**src/rtl/core/b64pac_pkg.sv**
```systemverilog
// Shared types, constants and a character lookup function for the permuted-alphabet Base64 codec.
// No dependencies; every other file in rtl/core imports this package.
package b64pac_pkg;

	localparam logic [7:0] PAD_CHAR   = 8'h3D; // '='
	localparam int         CMDQ_DEPTH = 4;
	localparam int         CMDQ_AW    = $clog2(CMDQ_DEPTH);

	localparam logic [7:0] ALPHABET [64] = '{
		"Q", "R", "S", "T", "U", ":", "W", "X", "Y", "Z", "a", "b", "c", "d", "e", "f",
		"A", "B", "C", "D", "E", "F", "G", "H", "I", "J", ";", "L", "M", "N", "O", "P",
		"g", "h", "i", "j", "k", "l", "m", "n", "o", "p", "q", "r", "s", "t", "u", "v",
		"w", "x", "y", "z", "0", "1", "2", ",", "4", "5", "6", "7", "8", "9", "+", "-"
	};

	typedef struct packed {
		logic [7:0] data_in;
		logic       last_in;
	} in_item_t;

	typedef struct packed {
		logic [7:0] data_out;
		logic       last_out;
		logic       error;
	} out_item_t;

	typedef enum logic [1:0] {
		CMD_ENC = 2'd0,
		CMD_DEC = 2'd1,
		CMD_ERR = 2'd2
	} cmd_kind_t;

	// One finished group, handed from the front to the back.
	// cnt: encode = bytes held (1..3), decode = bytes to emit (1..3).
	typedef struct packed {
		cmd_kind_t   kind;
		logic [23:0] bits;
		logic [1:0]  cnt;
		logic        last;
	} cmd_t;

	typedef struct packed {
		logic       is_pad;
		logic       is_bad;
		logic [5:0] code;
	} char_info_t;

	function automatic char_info_t char_lookup(input logic [7:0] ch);
		char_info_t info;
		info.is_pad = (ch == PAD_CHAR);
		info.is_bad = !info.is_pad;
		info.code   = '0;
		for (int k = 0; k < 64; k++) begin
			if (ALPHABET[k] == ch) begin
				info.is_bad = 1'b0;
				info.code   = 6'(k);
			end
		end
		return info;
	endfunction

endpackage

```
**src/rtl/core/base64_permuted_alphabet_codec.sv**
```systemverilog
// Flow: a group's command is queued, then taken by the back end once that is free.
// Throughput: one input word per cycle while the 4-entry command queue has room; the back end
//   emits one result word per cycle while the reader pops and work is waiting, so encode
//   runs at 4 results per 3 input bytes and the result port sets the sustained rate.
// Reset: asynchronous, clears mode to encode, the partial group, the queue and the back end.
module base64_permuted_alphabet_codec import b64pac_pkg::*; (
	input  logic      clk,
	input  logic      arst_n,
	input  logic      cfg_we,
	input  logic      cfg_wdata,
	input  logic      push,
	output logic      full,
	input  in_item_t  in_item,
	output logic      empty,
	input  logic      pop,
	output out_item_t out_item
);

	logic cmd_valid;
	cmd_t cmd;
	logic q_full;
	logic q_nonempty;
	logic q_pop;
	cmd_t q_data;

	assign full = q_full;

	b64pac_front u_front (
		.clk       (clk),
		.arst_n    (arst_n),
		.cfg_we    (cfg_we),
		.cfg_wdata (cfg_wdata),
		.push      (push),
		.in_item   (in_item),
		.q_full    (q_full),
		.cmd_valid (cmd_valid),
		.cmd       (cmd)
	);

	b64pac_cmdq u_cmdq (
		.clk        (clk),
		.arst_n     (arst_n),
		.wr_en      (cmd_valid),
		.wr_data    (cmd),
		.rd_en      (q_pop),
		.rd_data    (q_data),
		.q_full     (q_full),
		.q_nonempty (q_nonempty)
	);

	b64pac_back u_back (
		.clk        (clk),
		.arst_n     (arst_n),
		.q_nonempty (q_nonempty),
		.q_data     (q_data),
		.q_pop      (q_pop),
		.empty      (empty),
		.pop        (pop),
		.out_item   (out_item)
	);

endmodule

```
**src/rtl/core/b64pac_front.sv**
```systemverilog
// Front end: takes bytes or characters, collects groups of three or four,
// and pushes one command per finished group. Depends on b64pac_pkg.
module b64pac_front import b64pac_pkg::*; (
	input  logic     clk,
	input  logic     arst_n,
	input  logic     cfg_we,
	input  logic     cfg_wdata,
	input  logic     push,
	input  in_item_t in_item,
	input  logic     q_full,
	output logic     cmd_valid,
	output cmd_t     cmd
);

	logic        mode_q;
	logic [23:0] bits_q;
	logic [1:0]  cnt_q;
	logic [1:0]  pad_q;
	logic        bad_q;

	logic        accept;
	logic [23:0] bits_n;
	logic [1:0]  cnt_n;
	logic [1:0]  pad_n;
	logic        bad_n;
	logic        done;
	logic [23:0] enc_shift;
	logic [23:0] dec_shift;
	char_info_t  info;
	logic [5:0]  dec_val;

	assign accept = push && !q_full;
	assign info   = char_lookup(in_item.data_in);

	always_comb begin
		case (cnt_q)
			2'd0:    enc_shift = {in_item.data_in, 16'h0};
			2'd1:    enc_shift = {8'h0, in_item.data_in, 8'h0};
			default: enc_shift = {16'h0, in_item.data_in};
		endcase
		dec_val = (info.is_pad || info.is_bad) ? 6'd0 : info.code;
		case (cnt_q)
			2'd0:    dec_shift = {dec_val, 18'h0};
			2'd1:    dec_shift = {6'h0, dec_val, 12'h0};
			2'd2:    dec_shift = {12'h0, dec_val, 6'h0};
			default: dec_shift = {18'h0, dec_val};
		endcase
	end

	always_comb begin
		bits_n    = bits_q;
		cnt_n     = cnt_q;
		pad_n     = pad_q;
		bad_n     = bad_q;
		done      = 1'b0;
		cmd_valid = 1'b0;
		cmd.kind  = CMD_ENC;
		cmd.bits  = '0;
		cmd.cnt   = '0;
		cmd.last  = in_item.last_in;
		if (!mode_q) begin
			bits_n   = bits_q | enc_shift;
			cmd.kind = CMD_ENC;
			cmd.bits = bits_n;
			cmd.cnt  = cnt_q + 2'd1;
			if (cnt_q == 2'd2 || in_item.last_in) begin
				done      = 1'b1;
				cmd_valid = accept;
			end else begin
				cnt_n = cnt_q + 2'd1;
			end
		end else begin
			if (info.is_pad) begin
				if (pad_q != 2'd3)
					pad_n = pad_q + 2'd1;
			end else if (info.is_bad) begin
				bad_n = 1'b1;
			end else if (pad_q != 2'd0) begin
				bad_n = 1'b1; // data after a pad
			end
			bits_n   = bits_q | dec_shift;
			cmd.bits = bits_n;
			if (cnt_q != 2'd3) begin
				if (in_item.last_in) begin
					// short final group
					done      = 1'b1;
					cmd_valid = accept;
					cmd.kind  = CMD_ERR;
					cmd.last  = 1'b1;
				end else begin
					cnt_n = cnt_q + 2'd1;
				end
			end else begin
				done      = 1'b1;
				cmd_valid = accept;
				if (bad_n || pad_n == 2'd3) begin
					cmd.kind = CMD_ERR;
				end else begin
					cmd.kind = CMD_DEC;
					cmd.cnt  = 2'd3 - pad_n;
				end
			end
		end
	end

	always_ff @(posedge clk or negedge arst_n) begin
		if (!arst_n) begin
			mode_q <= 1'b0;
			bits_q <= '0;
			cnt_q  <= '0;
			pad_q  <= '0;
			bad_q  <= 1'b0;
		end else if (cfg_we) begin
			mode_q <= cfg_wdata;
			bits_q <= '0;
			cnt_q  <= '0;
			pad_q  <= '0;
			bad_q  <= 1'b0;
		end else if (accept) begin
			if (done) begin
				bits_q <= '0;
				cnt_q  <= '0;
				pad_q  <= '0;
				bad_q  <= 1'b0;
			end else begin
				bits_q <= bits_n;
				cnt_q  <= cnt_n;
				pad_q  <= pad_n;
				bad_q  <= bad_n;
			end
		end
	end

endmodule

```
**src/rtl/core/b64pac_cmdq.sv**
```systemverilog
// Short command queue between front and back; lets each side stall on its own.
// Depends on b64pac_pkg.
module b64pac_cmdq import b64pac_pkg::*; (
	input  logic clk,
	input  logic arst_n,
	input  logic wr_en,
	input  cmd_t wr_data,
	input  logic rd_en,
	output cmd_t rd_data,
	output logic q_full,
	output logic q_nonempty
);

	cmd_t                entries_q [CMDQ_DEPTH];
	logic [CMDQ_AW-1:0]  wr_ptr_q;
	logic [CMDQ_AW-1:0]  rd_ptr_q;
	logic [CMDQ_AW:0]    count_q;

	assign q_full     = (count_q == (CMDQ_AW+1)'(CMDQ_DEPTH));
	assign q_nonempty = (count_q != '0);
	assign rd_data    = entries_q[rd_ptr_q];

	always_ff @(posedge clk) begin
		if (wr_en)
			entries_q[wr_ptr_q] <= wr_data;
	end

	always_ff @(posedge clk or negedge arst_n) begin
		if (!arst_n) begin
			wr_ptr_q <= '0;
			rd_ptr_q <= '0;
			count_q  <= '0;
		end else begin
			if (wr_en)
				wr_ptr_q <= wr_ptr_q + 1'b1;
			if (rd_en)
				rd_ptr_q <= rd_ptr_q + 1'b1;
			case ({wr_en, rd_en})
				2'b10:   count_q <= count_q + 1'b1;
				2'b01:   count_q <= count_q - 1'b1;
				default: count_q <= count_q;
			endcase
		end
	end

endmodule

```
**src/rtl/core/b64pac_back.sv**
```systemverilog
// Back end: takes one command at a time and emits its words, one per pop.
// Depends on b64pac_pkg (command type, alphabet table).
module b64pac_back import b64pac_pkg::*; (
	input  logic      clk,
	input  logic      arst_n,
	input  logic      q_nonempty,
	input  cmd_t      q_data,
	output logic      q_pop,
	output logic      empty,
	input  logic      pop,
	output out_item_t out_item
);

	cmd_t       cur_q;
	logic       cur_valid_q;
	logic [1:0] k_q;
	logic [1:0] last_idx;
	logic [5:0] sextet;
	logic [7:0] byte_sel;
	logic       at_end;

	assign empty = !cur_valid_q;

	always_comb begin
		case (cur_q.kind)
			CMD_ENC: last_idx = 2'd3;
			CMD_DEC: last_idx = cur_q.cnt - 2'd1;
			default: last_idx = 2'd0;
		endcase
		case (k_q)
			2'd0:    sextet = cur_q.bits[23:18];
			2'd1:    sextet = cur_q.bits[17:12];
			2'd2:    sextet = cur_q.bits[11:6];
			default: sextet = cur_q.bits[5:0];
		endcase
		case (k_q)
			2'd0:    byte_sel = cur_q.bits[23:16];
			2'd1:    byte_sel = cur_q.bits[15:8];
			default: byte_sel = cur_q.bits[7:0];
		endcase
	end

	assign at_end = (k_q == last_idx);

	always_comb begin
		out_item.last_out = at_end && cur_q.last;
		case (cur_q.kind)
			CMD_ENC: begin
				// positions past the bytes held become pad characters
				out_item.data_out = (k_q <= cur_q.cnt) ? ALPHABET[sextet] : PAD_CHAR;
				out_item.error    = 1'b0;
			end
			CMD_DEC: begin
				out_item.data_out = byte_sel;
				out_item.error    = 1'b0;
			end
			default: begin
				out_item.data_out = 8'h00;
				out_item.error    = 1'b1;
			end
		endcase
	end

	assign q_pop = q_nonempty && (!cur_valid_q || (pop && at_end));

	always_ff @(posedge clk) begin
		if (q_pop)
			cur_q <= q_data;
	end

	always_ff @(posedge clk or negedge arst_n) begin
		if (!arst_n) begin
			cur_valid_q <= 1'b0;
			k_q         <= '0;
		end else if (q_pop) begin
			cur_valid_q <= 1'b1;
			k_q         <= '0;
		end else if (pop && cur_valid_q) begin
			if (at_end)
				cur_valid_q <= 1'b0;
			else
				k_q <= k_q + 2'd1;
		end
	end

endmodule

```
**config.mk**
```make
export PLATFORM = sky130hd
export DESIGN_NAME = base64_permuted_alphabet_codec
export DESIGN_NICKNAME = d
export VERILOG_FILES = /design/src/rtl/core/b64pac_pkg.sv /design/src/rtl/core/base64_permuted_alphabet_codec.sv /design/src/rtl/core/b64pac_front.sv /design/src/rtl/core/b64pac_cmdq.sv /design/src/rtl/core/b64pac_back.sv
export SDC_FILE = /design/constraint.sdc
export NUM_CORES = 1
export LEC_CHECK = 0
export BUFFER_PORTS_ARGS = -buffer_cell sky130_fd_sc_hd__buf_4
export CELL_PAD_IN_SITES_DETAIL_PLACEMENT = 1
export CELL_PAD_IN_SITES_GLOBAL_PLACEMENT = 1
export CORE_ASPECT_RATIO = 1.1
export CORE_MARGIN = 3
export CORE_UTILIZATION = 45
export CTS_BUF_LIST = sky130_fd_sc_hd__clkbuf_8
export CTS_CLUSTER_SIZE = 40
export DETAILED_ROUTE_END_ITERATION = 10
export PLACE_DENSITY_LB_ADDON = 0.2
export SETUP_SLACK_MARGIN = 0.1
export SYNTH_ARGS = -nofsm -noshare
export SYNTH_HDL_FRONTEND = slang
export SYNTH_HIERARCHICAL = 1
export SYNTH_SLANG_ARGS = --single-unit
```
**constraint.sdc**
```tcl
create_clock -name clk -period 8.4 [get_ports clk]
set_input_delay 1.26 -clock clk [delete_from_list [all_inputs] [get_ports clk]]
set_output_delay 1.26 -clock clk [all_outputs]
set_load 0.05 [all_outputs]
```
==> summary.md <==
| Metric | Value |
|---|---|
| Maxcap violations | 0 |
| Die area | 23100 um2 |
| HP Class | reg2reg |
| Synthesized Nets | 815 |
| Avg Inst Size Synth | 12.4 um2 |
| Relative slew margins | 35.5% |
| Design area | 10300 um2 |
| Leakage | 0.00372 uW |
| TritonRoute pass-1 iters | 5 |
| Largest fanout on the critical path | 12 |
| Final core occ | 49.7% |
| Antenna Cells | 0 |
| WP buf/inv | 4 |
| Switching power | 1310 uW |
| Peak VDD IR | 0.124 mV |
| RePlAce Congestion | 0.933 |
| Warnings, synthesis | 6 |
| Vias in the first global route | 6931 |
| Sequential share of the synthesized area | 55.8% |
| Initial antenna violation count | 0 |
| Clock Skew | 0.0106 ns |
| Clk sink count | 185 |
| Congestion Overflow GR | 0 |
| Crit. End Element | primary output |
| Total number of vias | 6582 |
| Post-CTS Resized | 0 |
| CTS tree | built |
| Vias per cell | 6.11 |
| Combinational fraction of design power | 43.1% |
| Crit path cell chain | inv_1 -> ha_1 -> nand2_1 -> a32oi_1 -> inv_1 -> ha_1 -> inv_1 -> ha_1 -> a21oi_1 -> a221o_1 -> a221oi_2 -> buf_4 |
| Post-Syn Area | 9600 um2 |
| # IOs | 27 |
| Worst EP required | 7.14 ns |
| Largest net degree at the start of global routing | 41 |
| Post-synthesis async set-or-reset flop share | 21.6% |
| WHS | 0.490 ns |
| Least-Margin Pin Slew | 0.968 ns |
| Period Utilization, post-route | 64.4% |
| Final nets | 820 |
| GRT Total Usage | 21.6% |
| Standard-cell rows | 55 |
| Min Tclk post-route | 5.41 ns |
| Clock power share | 17.9% |
| DRC | 0 |
| Slew Limit Fails | 0 |
| Synth Flop Type | edfxtp_1 |
| Area Overhead vs Synth | 7.72% |
| WL/cell | 22.8 um |
| Most common cell after layout, fill and taps aside | edfxtp_1 |
| Starting Density | 46.2% |
| Critical Path AT | 4.15 ns |
| Max Root-Sink Buffers | 2 |
| Worst path max stage delay | 0.72 ns |
| Synth area leader | edfxtp_1 |
| Unique cell type count in the Yosys netlist | 85 |
| Fillers | 2185 |
| Layout cells sized above 1 | 15.0% |
| Status | complete, no violations |
| Type of the worst setup path | reg2out |
| Placed Area | 9940 um2 |
| RSZ-0062 raised after global routing | false |
| Post-synthesis register bit count | 185 |
| Crit path launch type | flop |
| Commonest non-fill, non-tap cells in the layout | edfxtp_1, nand2_1, a21oi_1 |
| First-pass GRT wire length | 39600 um |
| Core Area | 20800 um2 |
| # Post-CTS Setup Buffers | 0 |
| Total Wirelength | 24500 um |
| Later-pin clock latency in the skew report | 0.46 ns |
| PD cells | 314 nW/um2 |
| Number of synthesized flops with an enable pin | 145 |
| CP max stage cell | a32oi_1 |
| Synth top area share | 45.4% |
| Setup TNS | 0 ns |
| Synth Instances | 775 |
| Die height | 159 um |
| Synth area leaders | edfxtp_1, dfrtp_1, mux4_2 |
| Num CTS Buffers | 17 |
| Fmax | 185 MHz |
| Final HPWL DP | 17600 um |
| H-tree Lvls | 4 |
| Die X | 145 um |
| Reg power frac | 39.0% |
| Port Buffer Count | 26 |
| Hold Violations, Final | 0 |
| Internal Pwr Total | 1940 uW |
| Sw Share | 40.4% |
| Hold buffer count at cts | 0 |
| DR iter-0 viols | 483 |
| Crit path max-delay family | compound AO/OA/AOI/OAI gates |
| CTS clk-pin slew, worst paths | 0.10 ns |
| # setup viols final | 0 |
| Final ANT Viol Nets | 0 |
| Root buffer cell | clkbuf_8 |
state kept, by name, summed over array words and instances, names as in the netlist:
register	count
u_cmdq/wr_ptr_q	2
u_front/cnt_q	2
u_cmdq/count_q	3
u_front/bits_q	24
u_back/cur_valid_q	1
u_front/pad_q	2
u_cmdq/rd_ptr_q	2
u_front/bad_q	1
u_cmdq/entries_q	116
u_front/mode_q	1
u_back/k_q	2
u_back/cur_q	29
metrics by stage:
stage | cells | power, uW | worst slack [ns]
2_1_floorplan | 775 | 2280 | 3.75
3_3_place_gp | 1046 | 2670 | 3.62
3_5_place_dp | 1046 | 2700 | 3.49
4_1_cts | 1078 | 3280 | 2.94
5_1_grt | 1078 | 3460 | 2.60
6_report | 1078 | 3250 | 2.99
synth_stat cells, types with 11 or more instances:
master / number
edfxtp_1: 145
nand2_1: 71
a21oi_1: 60
dfrtp_1: 40
nor2_1: 39
o21ai_0: 33
mux4_2: 28
inv_1: 26
ha_1: 24
buf_2: 22
o21ai_1: 20
nor2b_1: 17
a31oi_1: 16
and2_1: 16
clkbuf_1: 16
nand3_1: 15
a32oi_1: 11
cell families after synthesis:
kind of cell             synth area share (%)
AO/OA/AOI/OAI                            15.9
XOR/XNOR                                 1.10
adder cells (fa/ha/maj)                  3.44
buffers and inverters                    4.00
flip-flops                               55.8
multiplexers                             8.04
AND/OR/NAND/NOR                          11.7
final cells by class:
class | count | area, um2 | share of cell area (%)
repair buffers | 35 | 263 | 2.54
clock buffers | 17 | 234 | 2.26
flip-flops and latches | 185 | 5360 | 51.8
clock inverters | 15 | 164 | 1.59
inverters | 27 | 101 | 0.980
multi-input cells | 514 | 3860 | 37.4
well taps | 285 | 357 | 3.45
routing by layer:
layer	part of all wire [%]	GRT usage (%)	routed length, um	vias to the layer above
met4	2.2	6.91	548	0
met2	53	38.8	13100	148
met3	3.0	3.36	740	38
met1	41	26.9	10200	3409
met5	0	0	0	-
li1	-	-	-	2987
worst reg2reg max path, delay by kind of cell (launching register included):
kind | cells | cell delay (ns)
adders and majority gates | 2 | 0.68
DFF | 1 | 0.57
buffers and inverters | 1 | 0.26
xor gates and xnor gates | 2 | 0.30
and+or+nand+nor | 3 | 0.49
AOI/OAI and AO/OA | 4 | 0.72
path summary, 6_finish.rpt:
path,slack (ns),from,endpoint,cells past startpoint
setup / recovery,2.99,u_back/k_q[1],out_item[4],12
hold / removal,0.49,u_cmdq/count_q[2],u_cmdq/count_q[2],1
setup reg to reg,5.31,u_back/cur_q[27],u_cmdq/count_q[2],12
hold reg to reg,0.49,u_cmdq/count_q[2],u_cmdq/count_q[2],1
max in group asynchronous,7.19,arst_n,u_cmdq/rd_ptr_q[0],1
min in group asynchronous,0.79,arst_n,u_cmdq/count_q[1],1
power groups by stage:
| stage | clock, uW | combinational [uW] | sequential, uW |
|---|---|---|---|
| after floorplan | 0 | 1030 | 1250 |
| after global placement | 0 | 1390 | 1280 |
| after detailed placement | 0 | 1400 | 1290 |
| after CTS | 597 | 1410 | 1270 |
| after global routing | 635 | 1540 | 1280 |
| final | 580 | 1400 | 1270 |
(Power assumes the default switching activity.)
